[config.mk]
export PLATFORM = sky130hd
export DESIGN_NAME = reorder_buffer_commit_flat
export DESIGN_NICKNAME = d
export VERILOG_FILES = /design/src/rtl/rbc_pkg.sv /design/src/rtl/rbc_if.sv /design/src/rtl/rbc_ram.sv /design/src/rtl/rbc_ctrl.sv /design/src/rtl/rbc_datapath.sv /design/src/rtl/reorder_buffer_commit.sv /design/src/flat_wrapper.sv
export SDC_FILE = /design/constraint.sdc
export NUM_CORES = 2
export LEC_CHECK = 0
export BUFFER_PORTS_ARGS = -buffer_cell sky130_fd_sc_hd__buf_2
export CAP_MARGIN = 10
export CORE_AREA = 2 2 650 652
export DETAILED_ROUTE_END_ITERATION = 10
export DIE_AREA = 0 0 652 654
export GPL_TIMING_DRIVEN = 0
export MAX_ROUTING_LAYER = met4
export PLACE_DENSITY = 0.53
export SYNTH_ARGS = -nofsm -noshare
export SYNTH_HDL_FRONTEND = slang
export SYNTH_HIERARCHICAL = 1
export SYNTH_SLANG_ARGS = --single-unit
[constraint.sdc]
create_clock -name clk_i -period 6.2 [get_ports clk_i]
set_input_delay 1.86 -clock clk_i [delete_from_list [all_inputs] [get_ports clk_i]]
set_output_delay 1.86 -clock clk_i [all_outputs]
set_load 0.03 [all_outputs]
[src/rtl/rbc_pkg.sv]
// Package: shared types and codes for the reorder buffer commit block.
`default_nettype none
package rbc_pkg;

  // Kind of an issued entry
  typedef enum logic [2:0] {
    IK_NONE  = 3'd0,
    IK_REG   = 3'd1,
    IK_STORE = 3'd2,
    IK_BR_NT = 3'd3,
    IK_BR_T  = 3'd4,
    IK_JALR  = 3'd5,
    IK_OTHER = 3'd6
  } ikind_e;

  // Kind reported at commit
  typedef enum logic [2:0] {
    CK_REG    = 3'd0,
    CK_STORE  = 3'd1,
    CK_BRANCH = 3'd2,
    CK_JALR   = 3'd3,
    CK_OTHER  = 3'd4
  } ckind_e;

  // Fetch redirect codes
  typedef enum logic [1:0] {
    RD_NONE  = 2'd0,
    RD_FLUSH = 2'd1,
    RD_JALR  = 2'd2
  } redir_e;

  localparam logic [31:0] PcStep = 32'd4;

  typedef struct packed {
    logic [2:0]         issue_kind;
    logic               issue_ready;
    logic [4:0]         issue_dest;
    logic [31:0]        issue_pc;
    logic signed [31:0] issue_offset;
    logic               wb0_valid;
    logic [4:0]         wb0_index;
    logic signed [31:0] wb0_value;
    logic               wb1_valid;
    logic [4:0]         wb1_index;
    logic signed [31:0] wb1_value;
    logic               terminate;
  } in_item_t;

  typedef struct packed {
    logic               commit_valid;
    logic [2:0]         commit_kind;
    logic [4:0]         commit_dest;
    logic signed [31:0] reg_value;
    logic [4:0]         commit_index;
    logic               branch_taken;
    logic [1:0]         redirect;
    logic [31:0]        redirect_pc;
    logic               full_res;
    logic [4:0]         tail_slot;
    logic [4:0]         head_slot;
    logic               finish;
  } out_item_t;

  // Static fields of one queue slot
  typedef struct packed {
    logic [2:0]  kind;
    logic [4:0]  dest;
    logic [31:0] pc;
    logic [31:0] offset;
  } entry_t;

  typedef enum logic [2:0] {
    ST_IDLE   = 3'd0,
    ST_ISSUE  = 3'd1,
    ST_WB0    = 3'd2,
    ST_WB1    = 3'd3,
    ST_READ   = 3'd4,
    ST_COMMIT = 3'd5
  } state_e;

  // Controller to datapath
  typedef struct packed {
    logic capture;
    logic issue;
    logic wb0;
    logic wb1;
    logic read;
    logic commit;
  } rbc_cmd_t;

  // Datapath to controller
  typedef struct packed {
    logic frozen;
    logic out_free;
  } rbc_status_t;

endpackage
`default_nettype wire

[src/rtl/rbc_if.sv]
// Interfaces: valid/ready channels for input items and commit results.
`default_nettype none
interface rbc_in_if import rbc_pkg::*; ();
  logic     valid;
  logic     ready;
  in_item_t data;
  modport source (output valid, output data, input ready);
  modport sink (input valid, input data, output ready);
endinterface

interface rbc_out_if import rbc_pkg::*; ();
  logic      valid;
  logic      ready;
  out_item_t data;
  modport source (output valid, output data, input ready);
  modport sink (input valid, input data, output ready);
endinterface
`default_nettype wire

[src/rtl/rbc_ram.sv]
// Generic single-write, single-read RAM with registered read data.
`default_nettype none
module rbc_ram #(
  parameter int WIDTH = 32,
  parameter int DEPTH = 32
) (
  input  wire logic                     clk_i,
  input  wire logic                     we_i,
  input  wire logic [$clog2(DEPTH)-1:0] waddr_i,
  input  wire logic [WIDTH-1:0]         wdata_i,
  input  wire logic                     re_i,
  input  wire logic [$clog2(DEPTH)-1:0] raddr_i,
  output logic      [WIDTH-1:0]         rdata_o
);
  logic [WIDTH-1:0] mem_q [DEPTH];
  logic [WIDTH-1:0] rdata_q;

  // Write port
  always_ff @(posedge clk_i) begin
    if (we_i) begin
      mem_q[waddr_i] <= wdata_i;
    end
  end

  // Registered read port
  always_ff @(posedge clk_i) begin
    if (re_i) begin
      rdata_q <= mem_q[raddr_i];
    end
  end

  assign rdata_o = rdata_q;
endmodule
`default_nettype wire

[src/rtl/rbc_ctrl.sv]
// Controller: sequences issue, broadcasts, head read and commit of one item.
`default_nettype none
module rbc_ctrl import rbc_pkg::*; (
  input  wire logic        clk_i,
  input  wire logic        rst_ni,
  input  wire logic        in_valid_i,
  output logic             in_ready_o,
  input  wire rbc_status_t status_i,
  output rbc_cmd_t         cmd_o
);
  state_e state_q, state_d;

  // State register
  always_ff @(posedge clk_i or negedge rst_ni) begin
    if (!rst_ni) begin
      state_q <= ST_IDLE;
    end else begin
      state_q <= state_d;
    end
  end

  // Next state and commands
  always_comb begin
    state_d    = state_q;
    cmd_o      = '0;
    in_ready_o = 1'b0;
    case (state_q)
      ST_IDLE: begin
        in_ready_o = 1'b1;
        if (in_valid_i) begin
          cmd_o.capture = 1'b1;
          // a frozen step skips all queue updates
          state_d = status_i.frozen ? ST_COMMIT : ST_ISSUE;
        end
      end
      ST_ISSUE: begin
        cmd_o.issue = 1'b1;
        state_d     = ST_WB0;
      end
      ST_WB0: begin
        cmd_o.wb0 = 1'b1;
        state_d   = ST_WB1;
      end
      ST_WB1: begin
        cmd_o.wb1 = 1'b1;
        state_d   = ST_READ;
      end
      ST_READ: begin
        cmd_o.read = 1'b1;
        state_d    = ST_COMMIT;
      end
      ST_COMMIT: begin
        if (status_i.out_free) begin
          cmd_o.commit = 1'b1;
          state_d      = ST_IDLE;
        end
      end
      default: state_d = ST_IDLE;
    endcase
  end
endmodule
`default_nettype wire

[src/rtl/rbc_datapath.sv]
// Datapath: slot memories, written marks, pointers and the commit decision.
`default_nettype none
module rbc_datapath import rbc_pkg::*; #(
  parameter int DEPTH = 32
) (
  input  wire logic      clk_i,
  input  wire logic      rst_ni,
  input  wire in_item_t  in_data_i,
  input  wire rbc_cmd_t  cmd_i,
  output rbc_status_t    status_o,
  input  wire logic      out_ready_i,
  output logic           out_valid_o,
  output out_item_t      out_data_o
);
  localparam int PW = $clog2(DEPTH);
  typedef logic [PW-1:0] ptr_t;
  typedef logic [PW:0]   cnt_t;

  in_item_t         item_q;
  ptr_t             head_q, head_d, tail_q, tail_d;
  cnt_t             occ_q, occ_d;
  logic             flush_q, flush_d;
  logic [DEPTH-1:0] written_q;
  logic             out_valid_q;
  out_item_t        out_q, res;
  logic             clr_all, clr_head, taken;
  logic             issue_en, wb0_en, wb1_en;
  ptr_t             wb0_addr, wb1_addr, val_addr;
  logic [31:0]      val_wdata, val_rd;
  entry_t           ent_wdata, ent_rd;

  function automatic ptr_t ptr_inc(ptr_t p);
    return (p == PW'(DEPTH - 1)) ? '0 : p + 1'b1;
  endfunction

  // Write enables for each step
  assign issue_en = cmd_i.issue && (item_q.issue_kind >= IK_REG) &&
                    (item_q.issue_kind <= IK_OTHER) && (occ_q < cnt_t'(DEPTH));
  assign wb0_en   = cmd_i.wb0 && item_q.wb0_valid && (32'(item_q.wb0_index) < DEPTH);
  assign wb1_en   = cmd_i.wb1 && item_q.wb1_valid && (32'(item_q.wb1_index) < DEPTH);
  assign wb0_addr = PW'(item_q.wb0_index);
  assign wb1_addr = PW'(item_q.wb1_index);

  assign ent_wdata = '{kind: item_q.issue_kind, dest: item_q.issue_dest,
                       pc: item_q.issue_pc, offset: item_q.issue_offset};

  // Value memory port mux: issue, then first, then second broadcast
  always_comb begin
    val_addr  = tail_q;
    val_wdata = item_q.issue_ready ? item_q.issue_offset : '0;
    if (cmd_i.wb0) begin
      val_addr  = wb0_addr;
      val_wdata = item_q.wb0_value;
    end else if (cmd_i.wb1) begin
      val_addr  = wb1_addr;
      val_wdata = item_q.wb1_value;
    end
  end

  rbc_ram #(.WIDTH($bits(entry_t)), .DEPTH(DEPTH)) u_entry_ram (
    .clk_i   (clk_i),
    .we_i    (issue_en),
    .waddr_i (tail_q),
    .wdata_i (ent_wdata),
    .re_i    (cmd_i.read),
    .raddr_i (head_q),
    .rdata_o (ent_rd)
  );

  rbc_ram #(.WIDTH(32), .DEPTH(DEPTH)) u_value_ram (
    .clk_i   (clk_i),
    .we_i    (issue_en || wb0_en || wb1_en),
    .waddr_i (val_addr),
    .wdata_i (val_wdata),
    .re_i    (cmd_i.read),
    .raddr_i (head_q),
    .rdata_o (val_rd)
  );

  // Commit decision on the head entry
  always_comb begin
    res      = '0;
    head_d   = head_q;
    tail_d   = tail_q;
    occ_d    = occ_q;
    flush_d  = flush_q;
    clr_all  = 1'b0;
    clr_head = 1'b0;
    taken    = (val_rd != '0);
    if (flush_q) begin
      flush_d = 1'b0;
    end else if (occ_q == '0) begin
      res.finish = item_q.terminate;
    end else if (written_q[head_q]) begin
      res.commit_valid = 1'b1;
      res.commit_index = 5'(head_q);
      clr_head         = 1'b1;
      head_d           = ptr_inc(head_q);
      occ_d            = occ_q - 1'b1;
      case (ent_rd.kind)
        IK_REG: begin
          res.commit_kind = CK_REG;
          res.commit_dest = ent_rd.dest;
          res.reg_value   = val_rd;
        end
        IK_STORE: res.commit_kind = CK_STORE;
        IK_BR_NT, IK_BR_T: begin
          res.commit_kind  = CK_BRANCH;
          res.branch_taken = taken;
          if (taken != (ent_rd.kind == IK_BR_T)) begin
            // mispredict: empty the queue and freeze one step
            res.redirect    = RD_FLUSH;
            res.redirect_pc = taken ? ent_rd.pc + ent_rd.offset : ent_rd.pc + PcStep;
            clr_all  = 1'b1;
            clr_head = 1'b0;
            head_d   = '0;
            tail_d   = '0;
            occ_d    = '0;
            flush_d  = 1'b1;
          end
        end
        IK_JALR: begin
          res.commit_kind = CK_JALR;
          res.commit_dest = ent_rd.dest;
          res.reg_value   = ent_rd.pc + PcStep;
          res.redirect    = RD_JALR;
          res.redirect_pc = val_rd;
        end
        default: res.commit_kind = CK_OTHER;
      endcase
    end
    res.full_res  = ({1'b0, occ_d} + 1'b1) >= (PW + 2)'(DEPTH);
    res.tail_slot = 5'(tail_d);
    res.head_slot = 5'(head_d);
  end

  // Item capture (payload)
  always_ff @(posedge clk_i) begin
    if (cmd_i.capture) begin
      item_q <= in_data_i;
    end
  end

  // Queue control state
  always_ff @(posedge clk_i or negedge rst_ni) begin
    if (!rst_ni) begin
      head_q    <= '0;
      tail_q    <= '0;
      occ_q     <= '0;
      flush_q   <= 1'b0;
      written_q <= '0;
    end else begin
      if (issue_en) begin
        written_q[tail_q] <= item_q.issue_ready;
        tail_q            <= ptr_inc(tail_q);
        occ_q             <= occ_q + 1'b1;
      end
      if (wb0_en) begin
        written_q[wb0_addr] <= 1'b1;
      end
      if (wb1_en) begin
        written_q[wb1_addr] <= 1'b1;
      end
      if (cmd_i.commit) begin
        head_q  <= head_d;
        tail_q  <= tail_d;
        occ_q   <= occ_d;
        flush_q <= flush_d;
        if (clr_all) begin
          written_q <= '0;
        end else if (clr_head) begin
          written_q[head_q] <= 1'b0;
        end
      end
    end
  end

  // Result register
  always_ff @(posedge clk_i or negedge rst_ni) begin
    if (!rst_ni) begin
      out_valid_q <= 1'b0;
    end else if (cmd_i.commit) begin
      out_valid_q <= 1'b1;
    end else if (out_ready_i) begin
      out_valid_q <= 1'b0;
    end
  end

  always_ff @(posedge clk_i) begin
    if (cmd_i.commit) begin
      out_q <= res;
    end
  end

  assign status_o.frozen   = flush_q;
  assign status_o.out_free = !out_valid_q || out_ready_i;
  assign out_valid_o       = out_valid_q;
  assign out_data_o        = out_q;
endmodule
`default_nettype wire

[src/rtl/reorder_buffer_commit.sv]
// Top level: reorder buffer commit block.
// Each accepted item is one step of the reorder buffer: it appends the issued entry, applies
// both result broadcasts, then commits the head entry if it has been written, and yields one
// result carrying the commit and the queue status. A step runs through a sequencer that
// shares the write port of the value memory among the issue and the two broadcasts, then
// reads the head and commits; the frozen step after a mispredict goes straight to the
// commit. A new item is accepted only after the step before it has committed; a result
// that is not taken holds the commit of the next item.
// The next item is accepted while the previous result waits to be taken.
// Slot memories need no clearing after reset; written marks are flip-flops.
`default_nettype none
module reorder_buffer_commit import rbc_pkg::*; #(
  parameter int DEPTH = 32
) (
  input wire logic  clk_i,
  input wire logic  rst_ni,
  rbc_in_if.sink    in_i,
  rbc_out_if.source out_o
);
  rbc_cmd_t    cmd;
  rbc_status_t status;

  rbc_ctrl u_ctrl (
    .clk_i      (clk_i),
    .rst_ni     (rst_ni),
    .in_valid_i (in_i.valid),
    .in_ready_o (in_i.ready),
    .status_i   (status),
    .cmd_o      (cmd)
  );

  rbc_datapath #(.DEPTH(DEPTH)) u_datapath (
    .clk_i       (clk_i),
    .rst_ni      (rst_ni),
    .in_data_i   (in_i.data),
    .cmd_i       (cmd),
    .status_o    (status),
    .out_ready_i (out_o.ready),
    .out_valid_o (out_o.valid),
    .out_data_o  (out_o.data)
  );
endmodule
`default_nettype wire

[src/flat_wrapper.sv]
// flat-port wrapper written by rule: the top's interface ports become plain ports
module reorder_buffer_commit_flat import rbc_pkg::*;
#(
  parameter int DEPTH = 32
)
  (clk_i, rst_ni, in_i_valid, in_i_data, in_i_ready, out_o_valid, out_o_data, out_o_ready);
  rbc_in_if in_i_i ();
  rbc_out_if out_o_i ();
  input wire logic clk_i;
  input wire logic rst_ni;
  input wire logic [$bits(in_i_i.valid)-1:0] in_i_valid;
  input wire logic [$bits(in_i_i.data)-1:0] in_i_data;
  output wire logic [$bits(in_i_i.ready)-1:0] in_i_ready;
  output wire logic [$bits(out_o_i.valid)-1:0] out_o_valid;
  output wire logic [$bits(out_o_i.data)-1:0] out_o_data;
  input wire logic [$bits(out_o_i.ready)-1:0] out_o_ready;
  assign in_i_i.valid = in_i_valid;
  assign in_i_i.data = in_i_data;
  assign in_i_ready = in_i_i.ready;
  assign out_o_valid = out_o_i.valid;
  assign out_o_data = out_o_i.data;
  assign out_o_i.ready = out_o_ready;
  reorder_buffer_commit #(.DEPTH(DEPTH)) u_core (.clk_i(clk_i), .rst_ni(rst_ni), .in_i(in_i_i), .out_o(out_o_i));
endmodule
# --- Word-level counts from Yosys, hierarchy flattened ---
# Memory sizes are Yosys's and may differ from the RTL's. A register that Yosys moved wholly into a read port is not among the register bits.
# Index checks and enable logic that the tools add are counted.
classes:
  add_sub_neg: 7
  n_lt_le_gt_ge: 12
  eq_ne: 15
  n_mux: 79
  bitwise: 7
  reduce_logical: 24
ops:
  columns: ["op", "n"]
  rows:
  - ["$mux W32", 10]
  - ["$mux W81", 1]
  - ["$mux W5", 16]
  - ["$pmux W37 S2", 1]
  - ["$pmux W34 S2", 1]
  - ["$or A32 B32 Y32", 2]
  - ["$mux W6", 7]
  - ["$mux W33", 1]
  - ["$add A32 B3 Y32 const B", 1]
  - ["$add A32 B32 Y32", 1]
  - ["$and A32 B32 Y32", 1]
  - ["$bwmux W32", 1]
  - ["$not A32 Y32", 1]
  - ["$reduce_bool A32 Y1", 1]
  - ["$mux W1", 31]
  - ["$lt A5 B6 Y1 const B", 4]
  - ["$demux W1 S5", 4]
  - ["$ge A5 B1 Y1 const B", 4]
  - ["$pmux W3 S6", 1]
  - ["$eq A3 B2 Y1 const B", 4]
  - ["$eq A3 B3 Y1 const B", 4]
  - ["$pmux W3 S4", 1]
  - ["$add A5 B1 Y5 const B", 2]
  - ["$eq A5 B5 Y1 const B", 2]
  - ["24 further kinds", 42]
word_totals:
  register_bits: 296
  mem_bits_rw: 3328
  inputBits: 154
  output_inout_bits: 95
  word_cells: 177
  n_memories: 2
memory_table:
  columns: ["memory", "depth", "width", "read_ports", "rd_ports_with_merged_regs", "write_ports", "line_no", "source"]
  rows:
  - ["u_core.u_datapath.u_entry_ram.mem_q", 32, 72, 1, 1, 1, "rbc_ram.sv:15", "logic [WIDTH-1:0] mem_q [DEPTH];"]
  - ["u_core.u_datapath.u_value_ram.mem_q", 32, 32, 1, 1, 1, "rbc_ram.sv:15", null]

# --- Logic depth before layout (Yosys ltp) ---
logic_depth:
  depth_word: 14
  mapped_depth: 13
  mapped_depth_nobuf: 11

# --- Modules after synthesis ---
# The synthesis kept the hierarchy.
modules_own_cells:
  columns: ["mod", "n_inst", "cells_each", "area_per_inst_um2", "seq_area_each_um2"]
  rows:
  - ["rbc_ram (u_core.u_datapath.u_entry_ram)", 1, 4208, 89841.2, 71348.4]
  - ["rbc_ram (u_core.u_datapath.u_value_ram)", 1, 2260, 40805.4, 31710.4]
  - ["rbc_datapath", 1, 1427, 15615.0, 8548.2]
  - ["rbc_ctrl", 1, 22, 225.2, 75.1]

# --- Worst setup path before layout ---
# Ideal clock, no wire load.
synth_path:
  kind: "reg2reg"
  start: "reg u_core.u_datapath.item_q, in the netlist u_core/u_datapath/ent_wdata[71]"
  end: "mem u_core/u_datapath/u_entry_ram/mem_q[28][0] in the netlist's numbering, enable pin"
  setup_time_ps: 503
  t_arrival_ps: 5625
  t_required_ps: 5697
  setup_slack_ps: 72
  path_stages_with_launch: 7
  path_buffers: 2
  synth_period_minus_slack_ps: 6128
  path_cell_list: "edfxtp_1 and3_1 nor4b_1 clkbuf_1 or3b_2 clkbuf_1 nor2_1"
synth_between:
  elab_chain_len: 6
  word_cells_on_any_way: 7
  cone_classes: "2 x order compare; 2 x mux; 3 x reduce/logical"
synth_rtl:
  columns: ["item", "line_no", "source"]
  rows:
  - ["start, declared", "rbc_datapath.sv:19", "in_item_t item_q;"]
  - ["start signal, assigned", "rbc_datapath.sv:140", "item_q <= in_data_i;"]
  - ["$ge A3 B1 Y1", "rbc_datapath.sv:37", "assign issue_en = cmd_i.issue && (item_q.issue_kind >= IK_REG) &&"]
  - ["$logic_and A1 B1 Y1", "rbc_datapath.sv:37", null]
  - ["$logic_and A1 B1 Y1 (*)", "rbc_datapath.sv:37", null]
  - ["$logic_and A1 B1 Y1 (*)", "rbc_datapath.sv:38", "(item_q.issue_kind <= IK_OTHER) && (occ_q < cnt_t'(DEPTH));"]
  - ["via u_core.u_datapath.issue_en", "rbc_datapath.sv:27", "logic issue_en, wb0_en, wb1_en;"]
  - ["$mux W1 (*)", "rbc_ram.sv:20", "if (we_i) begin"]
  - ["$mux W1 (implied by the code) (*)", "rbc_ram.sv:21", "mem_q[waddr_i] <= wdata_i;"]
  - ["end, declared", "rbc_ram.sv:15", null]
# Mark *: on every way through the listed nets, which the timed path passes. The rest lies on a longest branch.

# --- Worst setup path in the final report ---
layout_path:
  start: "reg u_core.u_datapath.item_q, in the netlist u_core/u_datapath/ent_wdata[70]"
  end: "mem u_core/u_datapath/u_entry_ram/mem_q[24][12] in the netlist's numbering, enable pin"
# Same word-level chain as after synthesis.

==> results by group <==
Drt
  – Number of optimization iterations in the first detailed-route pass: 7
  – Via Count: slightly above 80000
  – Post-detailed-route via-to-cell ratio: 5.52
  – Detail-routed net length per standard cell: between 30 and 40 um
  – Final wirelength: 470000 um
  – Antenna viol nets, final: 0
  – Total DRC errors in the routed layout: 0
  – Starting DRC count in detailed routing: 9761

Setup path
  – Highest cell delay on the worst timing path: 1.13 ns
  – Reg-to-reg slack, setup: 0.20 ns
  – CP Launch Point: u_core/u_datapath/ent_wdata[70]
  – Maximum fanout along the worst path: 34
  – Critical path start-end classification: reg -> reg
  – Worst Setup EP: u_core/u_datapath/u_entry_ram/mem_q[24][12]
  – Worst path required time: 6.85 ns
  – Crit start category: register
  – Startpoint of the worst-slack reg-to-reg timing path: u_core/u_datapath/ent_wdata[70]
  – Kind of cell with the highest combined delay on the critical path: simple AND/OR/NAND/NOR gates
  – Path length in cells of the critical path: 9
  – Sequence of cells on the critical path: nor3_2, nor4b_2, clkbuf_1, or3b_2, clkbuf_1, nor2_4, buf_12, buf_16, buf_16
  – R2R cell count: 9
  – Library cell contributing the largest single delay on the critical path: edfxtp_1
  – CP endpoint kind: register
  – Arr. time, crit path: 6.65 ns
  – WP buf/inv: 5
  – Reg2Reg Capture Point: u_core/u_datapath/u_entry_ram/mem_q[24][12]

Timing
  – Setup WS post-layout: between 0.2 and 0.25 ns
  – Worst clock skew: 0.0893 ns
  – Final hold violation count: 0
  – Total negative slack: 0 ns
  – Unrepaired setup endpoints after global routing: false
  – Transition time at the pin with the least slew margin: 1.47 ns
  – Post-route fraction of the period consumed by the critical path: 96.7%
  – Final number of max-transition violations: 0
  – Crit path time final: ~6.0 ns
  – Peak Freq: 0.167 GHz
  – Number of endpoints failing setup at the final stage: 0
  – Worst rel slew slack: 1.44%

Yosys
  – Compound-Gate Fraction of Synth Area: 5.55%
  – Register bit count reported by yosys: 3728
  – Number of unique standard cell types used by synthesis: 88
  – Number of cells produced by synthesis: 7917
  – Post-synthesis async set-or-reset flop share: 1.42%
  – Netlist Area Pre-Place: 146000 sq um
  – Number of synthesis warnings: 6
  – Synth Area in Adders: 0.389%
  – Dominant combinational cell family by area after synthesis: multiplexers
  – Multiplexer area fraction after synthesis: 12.3%
  – Simple-gate share of the synthesized area: about 3.4%
  – Top FF cell, synth: edfxtp_1
  – Total nets after synthesis: 8116
  – Xor/xnor share of the synthesized area: less than 1%
  – Share of the yosys chip area belonging to registers: between 70% and 80%
  – Average cell area after synthesis: 18.5 sq um
  – Number of synthesized flops with an enable pin: 3675

Min path
  – Hold Path Class: reg -> reg

Power and ir drop
  – Cell leakage power: 0.0544 uW
  – Net switching power: around 23000 uW
  – Cell internal pwr: 49900 uW
  – Clock power frac: roughly 31%
  – Combinational share of power: 24.5%
  – Sw Share: 31.6%
  – Maximum vdd ir drop: 265 uV
  – Power per cell area: 422 nW/um^2
  – Reg power frac: around 44%

Global route
  – Wire length of the first global-routing pass: 645000 um
  – Initial antenna violation count: 48
  – Vias in the first global route: 80200
  – Global-route usage over all layers: about 22%
  – Largest net degree at the start of global routing: 56
  – Gr ovfl total: 0

Status
  – Failing checks: max-capacitance violations
  – Run status: finished with violations

Final layout
  – Commonest cells after routing, fill and taps aside: 3675 x edfxtp_1, 1125 x mux2i_1, 566 x a22oi_1, 400 x clkbuf_16, 372 x buf_2
  – Finished layout cell area: around 170000 sq um
  – Fill cell instance count of the final layout: between 30000 and 40000
  – Final Util: 41.2%
  – Total number of nets in the final design: 8990
  – Most common cell after layout, fill and taps aside: edfxtp_1
  – Layout-stage area growth over the synthesis result: 18.0%
  – Layout cell share with drive strength beyond 1: 18.8%

Place
  – Dpl hpwl: 332000 um
  – Input/output buffers: 248
  – GPL Wtd Cong: between 0.9 and 1
  – Post-detailed-placement cell area: 160000 sq um
  – Setup slack at placement: roughly 0.41 ns

Floorplan
  – Die Footprint: 426000 sq um
  – Number of top-level design ports: approximately 250
  – Site Rows: 238
  – Area of the core: 419000 sq um
  – Initial cell density of the core: 34.9%
  – Die outline width: 652 um
  – Vert. Die Dim: 654 um

Clock network
  – Hold_buf cts: 0
  – Clock-pin slew on the worst setup and hold paths: 0.06 ns
  – Num CTS Buffers: ~400
  – Clock tree from TritonCTS: yes
  – Buffers inserted by post-CTS timing repair: 0
  – Post-CTS Resized: 0
  – # clock sinks: 3728
  – CTS root buffer: clkbuf_16
  – H-tree lvl count: 5
  – Maximum number of buffers from clock root to sink: 4
  – Clock latency of the later-clocked register in the worst-skew pair: 1.00 ns

Job
  – Maximum Capacitance Violations: 1
==> synthesized netlist by cell type (8+ instances only) <==
| library cell | count | area share [%] |
|---|---|---|
| a21o_1 | 14 | 0.072 |
| a21oi_1 | 210 | 0.72 |
| a221oi_1 | 9 | 0.054 |
| a22o_1 | 118 | 0.71 |
| a22oi_1 | 566 | 2.9 |
| a31oi_1 | 79 | 0.34 |
| and2_1 | 21 | 0.090 |
| and3_1 | 26 | 0.11 |
| buf_1 | 21 | 0.054 |
| buf_2 | 123 | 0.42 |
| buf_4 | 59 | 0.30 |
| buf_6 | 51 | 0.39 |
| clkbuf_1 | 197 | 0.50 |
| dfrtp_1 | 53 | 0.91 |
| edfxtp_1 | 3675 | 75 |
| ha_1 | 44 | 0.38 |
| inv_1 | 33 | 0.085 |
| mux2i_1 | 1125 | 7.7 |
| mux4_2 | 299 | 4.6 |
| nand2_1 | 223 | 0.57 |
| nand2b_1 | 10 | 0.043 |
| nand3_1 | 264 | 0.90 |
| nand3b_1 | 16 | 0.082 |
| nand4_1 | 46 | 0.20 |
| nor2_1 | 231 | 0.59 |
| nor2b_1 | 32 | 0.14 |
| nor3_1 | 62 | 0.21 |
| nor3b_1 | 14 | 0.072 |
| nor4_1 | 10 | 0.043 |
| o211ai_1 | 8 | 0.041 |
| o21ai_0 | 89 | 0.30 |
| o31ai_1 | 8 | 0.041 |
| or3b_2 | 8 | 0.048 |
| xnor2_1 | 36 | 0.22 |
| xor2_1 | 11 | 0.066 |
==> final cells by class <==
class / count / area [sq um] / share of cell area, %
well taps: 5520 / 6910 / 4.00
clock buffers: 480 / 10300 / 5.99
diodes: 43 / 108 / 0.0623
clock inverters: 246 / 2070 / 1.20
multi-input cells: 3702 / 32900 / 19.0
flip-flops and latches: 3728 / 112000 / 64.6
repair buffers: 480 / 6220 / 3.60
plain buffers: 453 / 2470 / 1.43
inverters: 34 / 130 / 0.0753
==> per-layer routing <==
| metal | part of all wire [%] | global-route usage [%] | wire length (um) | vias to the layer above |
|---|---|---|---|---|
| li1 | - | - | - | 34000 |
| met1 | 40 | 28.2 | 188000 | 43000 |
| met2 | 50 | 37.3 | 234000 | 3365 |
| met3 | 6.7 | 2.61 | 31600 | 696 |
| met4 | 3.6 | 6.93 | 17100 | 0 |
| met5 | 0 | - | 0 | - |
==> worst min-delay path by stage <==
| stage | endpoint | cells past startpoint | slack (ns) | from |
|---|---|---|---|---|
| floorplan | u_core/u_datapath/occ_q[0] | 1 | 0.49 | u_core/u_datapath/occ_q[0] |
| global placement | u_core/u_datapath/occ_q[0] | 1 | 0.53 | u_core/u_datapath/occ_q[0] |
| detailed placement | u_core/u_datapath/occ_q[0] | 1 | 0.53 | u_core/u_datapath/occ_q[0] |
| CTS | u_core/u_datapath/occ_q[0] | 1 | 0.54 | u_core/u_datapath/occ_q[0] |
| global route | u_core/u_datapath/out_data_o[0] | 2 | 0.57 | u_core/u_datapath/item_q[0] |
| finish | u_core/u_datapath/occ_q[0] | 1 | 0.55 | u_core/u_datapath/occ_q[0] |
==> stage by stage <==
stage	cells	hold slack (ns)	total power [uW]
floorplan	7917	0.493	42100
global placement	13700	0.530	49500
detailed placement	13900	0.531	50500
CTS	14600	0.542	73300
global route	14700	0.573	75300
finish	14700	0.551	73000
==> power by group through the flow <==
stage / clock network, uW / registers [uW] / logic (uW)
CTS: 23300 / 32400 / 17600
floorplan: 0 / 32400 / 9700
global placement: 0 / 33400 / 16100
detailed placement: 0 / 32900 / 17600
global route: 24200 / 32400 / 18700
finish: 22900 / 32300 / 17900
==> worst register-to-register path, stage by stage, from the launching register on <==
cell	delay [ns]
edfxtp_1	1.13
nor3_2	0.41
nor4b_2	0.89
clkbuf_1	0.62
or3b_2	0.50
clkbuf_1	0.42
nor2_4	0.93
buf_12	0.33
buf_16	0.22
buf_16	0.20
==> state kept, by name (all words and copies together), names as in the netlist <==
signal / flops
u_core/u_ctrl/state_q: 3
u_core/u_datapath/ent_wdata: 72
u_core/u_datapath/flush_q: 1
u_core/u_datapath/head_q: 5
u_core/u_datapath/item_q: 68
u_core/u_datapath/occ_q: 6
u_core/u_datapath/out_data_o: 93
u_core/u_datapath/out_valid_o: 1
u_core/u_datapath/tail_q: 5
u_core/u_datapath/u_entry_ram/mem_q: 2304
u_core/u_datapath/u_entry_ram/rdata_o: 72
u_core/u_datapath/u_value_ram/mem_q: 1024
u_core/u_datapath/u_value_ram/rdata_o: 32
u_core/u_datapath/wb0_addr: 5
u_core/u_datapath/wb1_addr: 5
u_core/u_datapath/written_q: 32
==> kinds of logic after synthesis <==
kind of cell | Yosys count
XOR/XNOR | 47
adder cells (fa/ha/maj) | 45
AND/OR/NAND/NOR | 1017
buffers and inverters | 487
multiplexers | 1427
flip-flops | 3728
AO/OA/AOI/OAI | 1166
No activity file was read; power rests on OpenSTA's default activity.
